### src/rtl/core/extended_gcd_bezout_macros.svh
// Assertion macros for the extended gcd block.
// Needs a signal clk and a signal rst in the scope where a macro is used.
`ifndef EXTENDED_GCD_BEZOUT_MACROS_SVH
`define EXTENDED_GCD_BEZOUT_MACROS_SVH

// Same-cycle implication, off during reset.
`define EBZ_ASSERT_NOW(label, ante, cons, msg) \
  label: assert property (@(posedge clk) disable iff (rst) (ante) |-> (cons)) \
    else $error(msg);

// Next-cycle implication, off during reset.
`define EBZ_ASSERT_NEXT(label, ante, cons, msg) \
  label: assert property (@(posedge clk) disable iff (rst) (ante) |=> (cons)) \
    else $error(msg);

`endif

### src/rtl/core/ebz_pkg.sv
// Shared types and constants of the extended gcd block.
// No dependencies; used by the controller, the datapath and the top level.
package ebz_pkg;

  localparam int DATA_WIDTH_DEF = 32;

  // Commands from the controller to the datapath.
  typedef struct packed {
    logic load;     // take a new operand pair
    logic start;    // set up one truncating division
    logic step;     // one restoring division bit
    logic update;   // fold the quotient into remainders and coefficients
    logic publish;  // copy the result into the output register
  } cmd_t;

  // Status from the datapath to the controller.
  typedef struct packed {
    logic cur_zero;  // current remainder is zero, sequence done
    logic div_last;  // the step in progress is the last quotient bit
  } sts_t;

endpackage

### src/rtl/core/ebz_ctrl.sv
// Controller of the extended gcd block: sequences load, division steps,
// coefficient updates and the output handshake. Uses ebz_pkg.
module ebz_ctrl (
  input  logic          clk,
  input  logic          rst,
  input  logic          in_valid,
  output logic          in_stall,
  output logic          out_valid,
  input  logic          out_stall,
  input  ebz_pkg::sts_t sts,
  output ebz_pkg::cmd_t cmd
);
  import ebz_pkg::*;

  typedef enum logic [2:0] {
    S_IDLE,
    S_CHECK,
    S_DIV,
    S_UPDATE,
    S_FINISH
  } state_t;

  state_t state;
  state_t state_next;
  logic   out_free;

  assign out_free = !out_valid || !out_stall;
  assign in_stall = (state != S_IDLE);

  always_comb begin
    cmd        = '0;
    state_next = state;
    case (state)
      S_IDLE: begin
        if (in_valid) begin
          cmd.load   = 1'b1;
          state_next = S_CHECK;
        end
      end
      S_CHECK: begin
        if (sts.cur_zero) begin
          state_next = S_FINISH;
        end else begin
          cmd.start  = 1'b1;
          state_next = S_DIV;
        end
      end
      S_DIV: begin
        cmd.step = 1'b1;
        if (sts.div_last) begin
          state_next = S_UPDATE;
        end
      end
      S_UPDATE: begin
        cmd.update = 1'b1;
        state_next = S_CHECK;
      end
      S_FINISH: begin
        // hold the result until the output register is free
        if (out_free) begin
          cmd.publish = 1'b1;
          state_next  = S_IDLE;
        end
      end
      default: begin
        state_next = S_IDLE;
      end
    endcase
  end

  always_ff @(posedge clk) begin
    if (rst) begin
      state     <= S_IDLE;
      out_valid <= 1'b0;
    end else begin
      state <= state_next;
      if (cmd.publish) begin
        out_valid <= 1'b1;
      end else if (!out_stall) begin
        out_valid <= 1'b0;
      end
    end
  end

endmodule

### src/rtl/core/ebz_dp.sv
// Datapath of the extended gcd block: remainder and coefficient registers,
// a bit-serial restoring divider and the output register. Uses ebz_pkg.
module ebz_dp #(
  parameter int DATA_WIDTH = ebz_pkg::DATA_WIDTH_DEF
) (
  input  logic                  clk,
  input  logic                  rst,
  input  ebz_pkg::cmd_t         cmd,
  output ebz_pkg::sts_t         sts,
  input  logic [DATA_WIDTH-1:0] value_a,
  input  logic [DATA_WIDTH-1:0] value_b,
  output logic [DATA_WIDTH-1:0] coef_x,
  output logic [DATA_WIDTH-1:0] coef_y,
  output logic [DATA_WIDTH-1:0] divisor
);
  import ebz_pkg::*;

  localparam int CNT_W = $clog2(DATA_WIDTH);
  localparam logic [CNT_W-1:0] CNT_LAST = CNT_W'(DATA_WIDTH - 1);

  logic [DATA_WIDTH-1:0] prev_r, cur_r, prev_x, cur_x, prev_y, cur_y;
  logic [DATA_WIDTH-1:0] num_sh, den, rem, acc_x, acc_y;
  logic                  num_neg, quo_neg;
  logic [CNT_W-1:0]      cnt;

  logic [DATA_WIDTH-1:0] prev_mag, cur_mag;
  logic [DATA_WIDTH:0]   rem_sh;
  logic                  fits;
  logic [DATA_WIDTH-1:0] rem_next, rem_signed, x_next, y_next;

  assign prev_mag = prev_r[DATA_WIDTH-1] ? (~prev_r + 1'b1) : prev_r;
  assign cur_mag  = cur_r[DATA_WIDTH-1]  ? (~cur_r + 1'b1)  : cur_r;

  // restoring division, one quotient bit per cycle, most significant first
  assign rem_sh   = {rem, num_sh[DATA_WIDTH-1]};
  assign fits     = (rem_sh >= {1'b0, den});
  assign rem_next = fits ? DATA_WIDTH'(rem_sh - {1'b0, den}) : rem_sh[DATA_WIDTH-1:0];

  // remainder takes the dividend's sign; acc holds |q| times the coefficient
  assign rem_signed = num_neg ? (~rem + 1'b1) : rem;
  assign x_next     = quo_neg ? (prev_x + acc_x) : (prev_x - acc_x);
  assign y_next     = quo_neg ? (prev_y + acc_y) : (prev_y - acc_y);

  assign sts.cur_zero = (cur_r == '0);
  assign sts.div_last = (cnt == '0);

  always_ff @(posedge clk) begin
    if (cmd.load) begin
      prev_r <= value_a;
      cur_r  <= value_b;
      prev_x <= DATA_WIDTH'(1);
      cur_x  <= '0;
      prev_y <= '0;
      cur_y  <= DATA_WIDTH'(1);
    end else if (cmd.update) begin
      prev_r <= cur_r;
      cur_r  <= rem_signed;
      prev_x <= cur_x;
      cur_x  <= x_next;
      prev_y <= cur_y;
      cur_y  <= y_next;
    end

    if (cmd.start) begin
      num_sh  <= prev_mag;
      den     <= cur_mag;
      rem     <= '0;
      acc_x   <= '0;
      acc_y   <= '0;
      num_neg <= prev_r[DATA_WIDTH-1];
      quo_neg <= prev_r[DATA_WIDTH-1] ^ cur_r[DATA_WIDTH-1];
    end else if (cmd.step) begin
      num_sh <= num_sh << 1;
      rem    <= rem_next;
      // Horner form of |q| * coef, wrapping at the word width
      acc_x  <= (acc_x << 1) + (fits ? cur_x : '0);
      acc_y  <= (acc_y << 1) + (fits ? cur_y : '0);
    end

    if (cmd.publish) begin
      coef_x  <= prev_x;
      coef_y  <= prev_y;
      divisor <= prev_r;
    end
  end

  always_ff @(posedge clk) begin
    if (rst) begin
      cnt <= '0;
    end else if (cmd.start) begin
      cnt <= CNT_LAST;
    end else if (cmd.step && cnt != '0) begin
      cnt <= cnt - 1'b1;
    end
  end

endmodule

### src/rtl/core/extended_gcd_bezout.sv
// Extended Euclidean algorithm: Bezout coefficients and last remainder.
// Depends on ebz_pkg, ebz_ctrl, ebz_dp and extended_gcd_bezout_macros.svh.
//
// Input channel: value_a, value_b with in_valid / in_stall. One beat in gives
// one beat out on coef_x, coef_y, divisor with out_valid / out_stall, such that
// a*coef_x + b*coef_y == divisor (truncating quotients, wrapping arithmetic).
// When value_b is zero the result is (1, 0, value_a).
// Each of the k remainder steps (up to about 46 at 32 bits) sets up one
// truncating division, runs the one-bit restoring divider for DATA_WIDTH
// quotient bits and then updates remainders and coefficients. One item at a
// time: in_stall is high from acceptance until the result moves to the output
// register. The output register frees the input side, so a new beat may be
// taken while a result waits; if the receiver still stalls when the next
// result is done, that result holds inside until the register is taken.
// Reset (synchronous, active high) drops any item in flight and clears
// out_valid; the block keeps no state between items.
module extended_gcd_bezout #(
  parameter int DATA_WIDTH = ebz_pkg::DATA_WIDTH_DEF
) (
  input  logic                  clk,
  input  logic                  rst,
  input  logic                  in_valid,
  output logic                  in_stall,
  input  logic [DATA_WIDTH-1:0] value_a,
  input  logic [DATA_WIDTH-1:0] value_b,
  output logic                  out_valid,
  input  logic                  out_stall,
  output logic [DATA_WIDTH-1:0] coef_x,
  output logic [DATA_WIDTH-1:0] coef_y,
  output logic [DATA_WIDTH-1:0] divisor
);
  import ebz_pkg::*;

  cmd_t cmd;
  sts_t sts;

  ebz_ctrl u_ctrl (
    .clk       (clk),
    .rst       (rst),
    .in_valid  (in_valid),
    .in_stall  (in_stall),
    .out_valid (out_valid),
    .out_stall (out_stall),
    .sts       (sts),
    .cmd       (cmd)
  );

  ebz_dp #(
    .DATA_WIDTH (DATA_WIDTH)
  ) u_dp (
    .clk     (clk),
    .rst     (rst),
    .cmd     (cmd),
    .sts     (sts),
    .value_a (value_a),
    .value_b (value_b),
    .coef_x  (coef_x),
    .coef_y  (coef_y),
    .divisor (divisor)
  );

`include "extended_gcd_bezout_macros.svh"

  `EBZ_ASSERT_NOW(a_no_overwrite, cmd.publish, !(out_valid && out_stall), "publish while stalled")
  `EBZ_ASSERT_NOW(a_busy_stalls, cmd.step || cmd.update || cmd.start, in_stall, "open while busy")
  `EBZ_ASSERT_NOW(a_update_after_div, cmd.update, $past(cmd.step && sts.div_last), "early update")
  `EBZ_ASSERT_NEXT(a_publish_valid, cmd.publish, out_valid && !in_stall, "no beat after publish")

endmodule

### config.mk
export PLATFORM = sky130hd
export DESIGN_NAME = extended_gcd_bezout
export DESIGN_NICKNAME = d
export VERILOG_FILES = /design/src/rtl/core/ebz_pkg.sv /design/src/rtl/core/ebz_ctrl.sv /design/src/rtl/core/ebz_dp.sv /design/src/rtl/core/extended_gcd_bezout.sv
export VERILOG_INCLUDE_DIRS = /design/src /design/src/rtl/core
export SDC_FILE = /design/constraint.sdc
export NUM_CORES = 1
export LEC_CHECK = 0
export ABC_CLOCK_PERIOD_IN_PS = 8800
export BUFFER_PORTS_ARGS = -buffer_cell sky130_fd_sc_hd__buf_2
export CORE_AREA = 2 2 369 188
export CTS_CLUSTER_DIAMETER = 100
export DETAILED_ROUTE_END_ITERATION = 12
export DIE_AREA = 0 0 371 190
export PLACE_DENSITY_LB_ADDON = 0.12
export RECOVER_POWER = 100
export SYNTH_ARGS = -nofsm -noshare
export SYNTH_HDL_FRONTEND = slang
export SYNTH_SLANG_ARGS = --single-unit
### constraint.sdc
create_clock -name clk -period 8.8 [get_ports clk]
set_clock_uncertainty 0.05 [all_clocks]
set_input_delay 1.76 -clock clk [delete_from_list [all_inputs] [get_ports clk]]
set_output_delay 1.76 -clock clk [all_outputs]
set_load 0.02 [all_outputs]
==> metrics.md, run 1 <==
| Metric | Value |
|---|---|
| Yosys cell types | 68 |
| Max FO, Critical Path | 36 |
| #FFs+latches synth | 459 |
| Io pins | 166 |
| Placed insts | 4009 |
| Run status | finished with violations |
| Core area | 67800 um^2 |
| Routed WL | 83200 um |
| All-layer global routing usage | 0.230 |
| Max_slew headroom | -1.74 |
| Tcrit/Tclk final | 0.786 |
| Die ar. | 70500 um^2 |
| DRC viols | 0 |
| Final Max Tran Viols | 701 |
| TritonRoute pass-1 iters | 6 |
| Slowest CP cell | clkbuf_1 |
| PwrDens | 298 nW/um^2 |
| Routed WL per cell | 20.3 um |
| YS warnings | 0 |
| Hold Buf Count CTS | 0 |
| Fmax | 145 MHz |
| Clock Path Buffers | 3 |
| Critical path arrival | 7390 ps |
| Worst path required time | 9270 ps |
| EDFF count, synth | 226 |
| Final Non-Filler Cells | 4098 |
| Hold Vio Cnt, Final | 0 |
| Die width | 371 um |
| Cell Area, Synth | 26700 um^2 |
| Placer Congestion | 0.917 |
| Final core occ | 0.439 |
| Fraction of layout cells with a size suffix above 1 | 0.0531 |
| Max VDD drop | 0.148 mV |
| FF/Latch Area | 11500 um^2 |
| Final Worst Setup Slack | 1880 ps |
| Total power | 8.86 mW |
| Share of the synthesized area in the top cell type | 0.254 |
| Clk_lat worst skew | 630 ps |
| Setup_tns | 0 ps |
| CTS buffer count | 45 |
| Delay-heaviest family, CP | simple AND/OR/NAND/NOR gates |
| Dpl hpwl | 60300 um |
| Design area | 29800 um^2 |
| Hold_ws | 418 ps |
| Crit start category | register |
| Post CTS Setup Buffer Count | 0 |
| R2R Path Start | u_dp.cur_r[7]$_DFFE_PP_ |
| NumNets Final | 3380 |
| Area of the multi-input gates | 14400 um^2 |
| Bufs and invs on worst path | 2 |
| Most used cell, CP | nor4_1 |
| Fill cells | 6676 |
| Via count | 22900 |
| Post-DP Area | 28500 um^2 |
| Pre-CTS setup slack | 2540 ps |
| CTS root buffer | clkbuf_16 |
| Initial antenna violation count | 9 |
| Clock slew at reported path FFs | 70 ps |
| Leakage power | 11.7 nW |
| Vias in the first global route | 20600 |
| Starting Density | 0.394 |
| Area Overhead vs Synth | 11.4% |
| Top_reg_cell synth | dfxtp_1 |
| Hold path start | u_dp.cur_x[29]$_SDFFE_PP0P_ |
| Max_cap viols | 15 |
| CTS tree | yes |
| Final Setup Violations | 0 |
| Pin count of the biggest net entering global routing | 90 |
| Fin crit period | 6920 ps |
| Number of H-tree levels | 2 |
| Remaining Overflow, GRT | 0 |
| Ys async rst share | 0 |
| First-pass GRT wire length | 126000 um |
| Gate Count Post-Synth | 3037 |
| Violated checks | capacitance limit, slew limit |
| Total clock sinks | 459 |
| Min-Delay Path Class | reg2reg |
| Crit end category | register |
| PostCTS Resize Cnt | 0 |
| Crit-path cells | or4_1 > nor4_1 > nand4_1 > nor4_1 > or3_1 > inv_1 > nor2_1 > clkbuf_1 > a22oi_1 > o21ai_0 |
| IO Port Bufs | 165 |
| CP Launch Point | u_dp.cur_r[7]$_DFFE_PP_ |
| # rows | 68 |
| Largest area contributor in the netlist | edfxtp_1 |
| Setup Crit Path Kind | reg2reg |
| Initial DRC Count | 2334 |
| Avg Inst Size Synth | 8.80 um^2 |
| Synth top area cells | edfxtp_1 25%, dfxtp_1 17%, ha_1 7.5% |
| Chip height | 190 um |
| Via density per instance | 5.59 |
| Syn nets | 3271 |
| Worst slew pin tran | 4120 ps |
| Critical path's largest stage delay | 1690 ps |
| RSZ-0062 raised after global routing | false |
| Post-synthesis sequential area ratio | 0.429 |
| Detail Route Antenna Nets | 0 |
==> worst register-to-register path, stage by stage, from the launching register on <==
cell and delay, ps:
edfxtp_1 520, or4_1 600, nor4_1 700, nand4_1 530
nor4_1 530, or3_1 860, inv_1 590, nor2_1 270
clkbuf_1 1690, a22oi_1 300, o21ai_0 170
==> synthesized netlist by cell type, types with 5 or more instances <==
cell type and count:
nor2b_1 76, xnor2_1 130, nand2b_1 23, a211o_1 7
o21bai_1 16, o22ai_1 8, fa_1 5, nand2_1 532
mux2i_1 5, xor2_1 154, a221oi_1 5, and2_1 10
clkbuf_1 114, a31oi_1 23, and3_1 20, o41ai_1 14
nor4_1 19, a22o_1 14, nand4_1 15, nor3_1 46
o21ai_0 248, a21oi_1 314, a21o_1 54, a211oi_1 27
o211ai_1 9, or3_1 16, and4_1 6, o21a_1 18
o31ai_1 33, or4_1 14, a2111oi_0 5, dfxtp_1 233
a21boi_0 7, buf_1 12, nor2_1 169, edfxtp_1 226
nand3_1 75, or2_2 7, a311oi_1 5, nand3b_1 7
ha_1 161, inv_1 102
==> cells in the final DEF (no fill, tap or decap), types with 18 or more instances in the layout <==
master	netlist	final
o21ai_0	248	249
xnor2_1	130	130
edfxtp_1	226	226
clkbuf_1	114	124
nand2_1	532	530
clkbuf_16	0	45
buf_2	1	65
a211oi_1	27	27
a31oi_1	23	23
nand3_1	75	75
a21o_1	54	54
a21oi_1	314	314
o31ai_1	33	33
and3_1	20	20
nor4_1	19	19
nand2b_1	23	23
nor2_1	169	169
inv_1	102	102
nor3_1	46	46
xor2_1	154	154
dfxtp_1	233	233
nor2b_1	76	76
ha_1	161	161
o21a_1	18	18
==> kinds of logic (layout without fill, tap and decap cells) <==
| group | count (synthesis) | in the layout | synth area share |
|---|---|---|---|
| multiplexers | 7 | 7 | 0.00272 |
| buffers and inverters | 231 | 377 | 0.0325 |
| adder cells (fa/ha/maj) | 166 | 166 | 0.0791 |
| other | 0 | 5 | 0 |
| XOR/XNOR | 284 | 284 | 0.0931 |
| AND/OR/NAND/NOR | 1055 | 1055 | 0.179 |
| flip-flops | 459 | 459 | 0.429 |
| AO/OA/AOI/OAI | 835 | 835 | 0.185 |
==> where the power goes <==
group          total [mW]  switching, mW  internal [mW]  leakage, nW
Combinational        3.72           2.34           1.38         6.99
Sequential           3.08          0.415           2.66         4.01
Clock                2.07          0.933           1.14        0.735
Total                8.86           3.69           5.18         11.7
==> path summary, 6_finish.rpt <==
path	to	cells after the start	slack, ps
max	u_dp.acc_x[30]$_SDFFE_PP0P_	10	1880
min	u_dp.prev_x[29]$_SDFFE_PP0P_	2	420
max reg2reg	u_dp.acc_x[30]$_SDFFE_PP0P_	10	1880
min reg2reg	u_dp.prev_x[29]$_SDFFE_PP0P_	2	420
==> area by class of cell <==
type	count	share of cell area
multi-input cells	2347	0.484
flip-flops and latches	459	0.385
clock buffers	60	0.0411
well taps	910	0.0383
repair buffers	189	0.0279
inverters	104	0.0131
clock inverters	24	0.0101
diodes	5	0.000420
==> routing by layer <==
| layer | vias to the layer above | GRT usage | wire length, um |
|---|---|---|---|
| met5 | - | 0 | 42 |
| met4 | 6 | 0.0470 | 1410 |
| met3 | 98 | 0.0484 | 6710 |
| met2 | 763 | 0.286 | 30000 |
| met1 | 11000 | 0.388 | 45000 |
| li1 | 11000 | - | - |
==> flip-flops by register name, indices dropped and copies added (netlist names) <==
signal	cells
u_dp.cnt	5
u_dp.cur_y	32
u_dp.quo_neg	1
u_dp.acc_y	32
u_dp.divisor	32
u_ctrl.out_valid	1
u_dp.coef_y	32
u_ctrl.state	3
u_dp.num_neg	1
u_dp.rem	32
u_dp.coef_x	32
u_dp.cur_x	32
u_dp.acc_x	32
u_dp.den	32
u_dp.cur_r	32
u_dp.num_sh	32
u_dp.prev_x	32
u_dp.prev_y	32
u_dp.prev_r	32
No activity file was read; power rests on OpenSTA's default activity.
==> run 2: changes to the inputs <==
--- a/config.mk
+++ b/config.mk
@@ -6,12 +6,13 @@
 export SDC_FILE = /design/constraint.sdc
 export NUM_CORES = 1
 export LEC_CHECK = 0
-export ABC_CLOCK_PERIOD_IN_PS = 8800
+export ABC_AREA = 1
+export ABC_CLOCK_PERIOD_IN_PS = 6400
 export BUFFER_PORTS_ARGS = -buffer_cell sky130_fd_sc_hd__buf_2
-export CORE_AREA = 2 2 369 188
+export CORE_AREA = 2 2 387 197
 export CTS_CLUSTER_DIAMETER = 100
 export DETAILED_ROUTE_END_ITERATION = 12
-export DIE_AREA = 0 0 371 190
+export DIE_AREA = 0 0 389 199
 export PLACE_DENSITY_LB_ADDON = 0.12
 export RECOVER_POWER = 100
 export SYNTH_ARGS = -nofsm -noshare
==> constraint.sdc (replaced) <==
create_clock -name clk -period 6.4 [get_ports clk]
set_clock_uncertainty 0.05 [all_clocks]
set_input_delay 1.28 -clock clk [delete_from_list [all_inputs] [get_ports clk]]
set_output_delay 1.28 -clock clk [all_outputs]
set_load 0.02 [all_outputs]
==> run 2 against run 1 <==
The flow still finishes with violations (capacitance limit, slew limit). Cell count is 24% higher. Final area rose by 9.6%. Die area is 9.8% higher. Utilization hardly changed. Synthesized cell count is 30% higher. Largest power group unchanged. Non-clock buffer count rose by 3. Clock power grew 49%. Flip-flop and latch count unchanged.
==> metrics.md, run 2 <==
| Metric | Value |
|---|---|
| TritonRoute pass-1 iters | 6 |
| Crit end category | register |
| Mux contribution to synthesized area | 0 |
| Pin count of the biggest net entering global routing | 99 |
| Max_slew headroom | -1.51 |
| Post CTS Setup Buffer Count | 0 |
| Io pins | 166 |
| Avg Inst Size Synth | 7.46 um^2 |
| Max FO, Critical Path | 32 |
| First-pass GRT wire length | 149000 um |
| Via density per instance | 5.28 |
| Cell Area, Synth | 29400 um^2 |
| Setup Crit Path Kind | reg2reg |
| Vias in the first global route | 24000 |
| DRC viols | 0 |
| Total clock sinks | 459 |
| Simple-Gate Fraction of Synth Area | 0.228 |
| Final core occ | 0.439 |
| Tcrit/Tclk final | 0.876 |
| Synth Area in XOR/XNOR | 0.0587 |
| CP Launch Point | u_dp.cur_r[1]$_DFFE_PP_ |
| CTS root buffer | clkbuf_16 |
| Pre-CTS setup slack | 1740 ps |
| PwrDens | 460 nW/um^2 |
| Hold_ws | 420 ps |
| Hold Vio Cnt, Final | 0 |
| Hold path start | u_dp.prev_x[18]$_SDFFE_PP0P_ |
| Post-DP Area | 31200 um^2 |
| Most instantiated cells after synthesis | 803 x nand2_1, 504 x inv_1, 429 x nor2_1 |
| IO Port Bufs | 165 |
| Worst slew pin tran | 3770 ps |
| Post-synthesis sequential area ratio | 0.390 |
| Slowest CP cell | clkbuf_1 |
| Clock Path Buffers | 3 |
| Detail Route Antenna Nets | 0 |
| Die width | 389 um |
| CTS buffer count | 47 |
| Routed WL per cell | 19.5 um |
| Fmax | 178 MHz |
| R2R Path Start | u_dp.cur_r[1]$_DFFE_PP_ |
| Number of H-tree levels | 2 |
| Via count | 26900 |
| Worst path required time | 6880 ps |
| NumNets Final | 4302 |
| Core area | 74300 um^2 |
| Final Worst Setup Slack | 790 ps |
| Critical path's largest stage delay | 1790 ps |
| Largest area contributor in the netlist | edfxtp_1 |
| Hold Buf Count CTS | 0 |
| Most frequent cells in the layout | 803 x nand2_1, 507 x inv_1, 431 x nor2_1, 350 x o21ai_0, 314 x a21oi_1 |
| #FFs+latches synth | 459 |
| All-layer global routing usage | 0.251 |
| Initial antenna violation count | 3 |
| Final Max Tran Viols | 547 |
| PostCTS Resize Cnt | 0 |
| Clock slew at reported path FFs | 70 ps |
| Max_cap viols | 10 |
| Syn nets | 4176 |
| Most common cell after layout, fill and taps aside | nand2_1 |
| Gate Count Post-Synth | 3942 |
| Final Setup Violations | 0 |
| Share of the synthesized area in the top cell type | 0.231 |
| Initial DRC Count | 2769 |
| Starting Density | 0.396 |
| Count leader, synth | nand2_1 |
| Max VDD drop | 0.221 mV |
| Critical path arrival | 6090 ps |
| Synth top area cells | edfxtp_1 23%, dfxtp_1 16%, nand2_1 10% |
| # rows | 71 |
| Clk_lat worst skew | 640 ps |
| Run status | finished with violations |
| Top_reg_cell synth | dfxtp_1 |
| Dpl hpwl | 75800 um |
| Routed WL | 99200 um |
| Yosys cell types | 54 |
| Crit start category | register |
| EDFF count, synth | 226 |
| Chip height | 199 um |
| Fraction of layout cells with a size suffix above 1 | 0.0531 |
| Remaining Overflow, GRT | 0 |
| Min-Delay Path Class | reg2reg |
| Ys async rst share | 0 |
| Adder-Cell Fraction of Synth Area | 0.0719 |
| Fin crit period | 5610 ps |
| Leakage power | 14.5 nW |
| Design area | 32600 um^2 |
| Compound-Gate Fraction of Synth Area | 0.168 |
| Crit-path cells | inv_1 > ha_1 > inv_1 > nor3_1 > nand3b_1 > nor2_1 > nor2_1 > nor2_4 > clkbuf_1 > clkinv_2 > clkbuf_2 > o21ai_0 |
| Violated checks | capacitance limit, slew limit |
| Ant. Diodes | 0 |
| CTS tree | yes |
| Largest family of logic cells by synthesized area | simple AND/OR/NAND/NOR gates |
| RSZ-0062 raised after global routing | false |
| Area Overhead vs Synth | 11.0% |
| Placer Congestion | 0.960 |
| Die ar. | 77400 um^2 |
| YS warnings | 0 |
| Setup_tns | 0 ps |
## run 2: cell types whose count changed in the layout (fill, tap and decap cells not counted), sizes merged, moves of 21 or more
cell | previous run | this run
a211oi | 27 | 2
a21o | 54 | 25
inv | 103 | 519
nand2 | 532 | 805
nand2b | 23 | 0
nand3 | 75 | 209
nand4 | 15 | 43
nor2 | 169 | 439
nor2b | 76 | 0
o211ai | 9 | 37
o21ai | 250 | 380
o21bai | 16 | 44
o31ai | 34 | 13
xnor2 | 130 | 46
## run 2: layer usage
metal,GRT usage,routed length (um),share of wire
met5,0,0,0
met4,0.0452,1420,0.014
met3,0.0732,9920,0.10
met2,0.292,33400,0.34
met1,0.427,54500,0.55
## run 2: path summary, 6_finish.rpt
| check | to | slack, ps | cells after the start |
|---|---|---|---|
| worst min-delay path | u_dp.coef_x[18]$_DFFE_PP_ | 420 | 0 |
| worst max-delay path | u_dp.rem[1]$_SDFFE_PP0P_ | 790 | 12 |
| worst min register to register | u_dp.coef_x[18]$_DFFE_PP_ | 420 | 0 |
| worst max register to register | u_dp.rem[1]$_SDFFE_PP0P_ | 790 | 12 |
## run 2: cell type report
class | instances | area, um^2
fillers | 7737 | 41600
clock inverters | 33 | 425
well taps | 985 | 1230
flip-flops and latches | 459 | 11500
clock buffers | 55 | 1270
repair buffers | 192 | 870
inverters | 517 | 1940
multi-input cells | 2851 | 15400
## run 2: worst max-delay path: cells and delay by family, from the launching register on
| family | cells | cell delay (ps) |
|---|---|---|
| adders and majority gates | 1 | 210 |
| buffers and inverters | 5 | 2910 |
| and+or+nand+nor | 5 | 1530 |
| DFF | 1 | 390 |
| AOI/OAI and AO/OA | 1 | 340 |
## run 2: through the flow
step / std cells / total power [mW]
2_1_floorplan: 3942 / 9.52
3_3_place_gp: 5003 / 11.8
3_5_place_dp: 5004 / 11.7
4_1_cts: 5092 / 14.9
5_1_grt: 5092 / 16.1
6_report: 5092 / 15.0
## run 2: logic make-up after synthesis
kind of cell,after synthesis
XOR/XNOR,197
AND/OR/NAND/NOR,1604
AO/OA/AOI/OAI,884
flip-flops,459
buffers and inverters,632
adder cells (fa/ha/maj),166
## run 2: where the power goes
part	leakage (nW)	internal, mW	switching, mW
clock	0.822	1.73	1.36
combinational	9.62	2.30	5.05
sequential	4.02	3.93	0.616
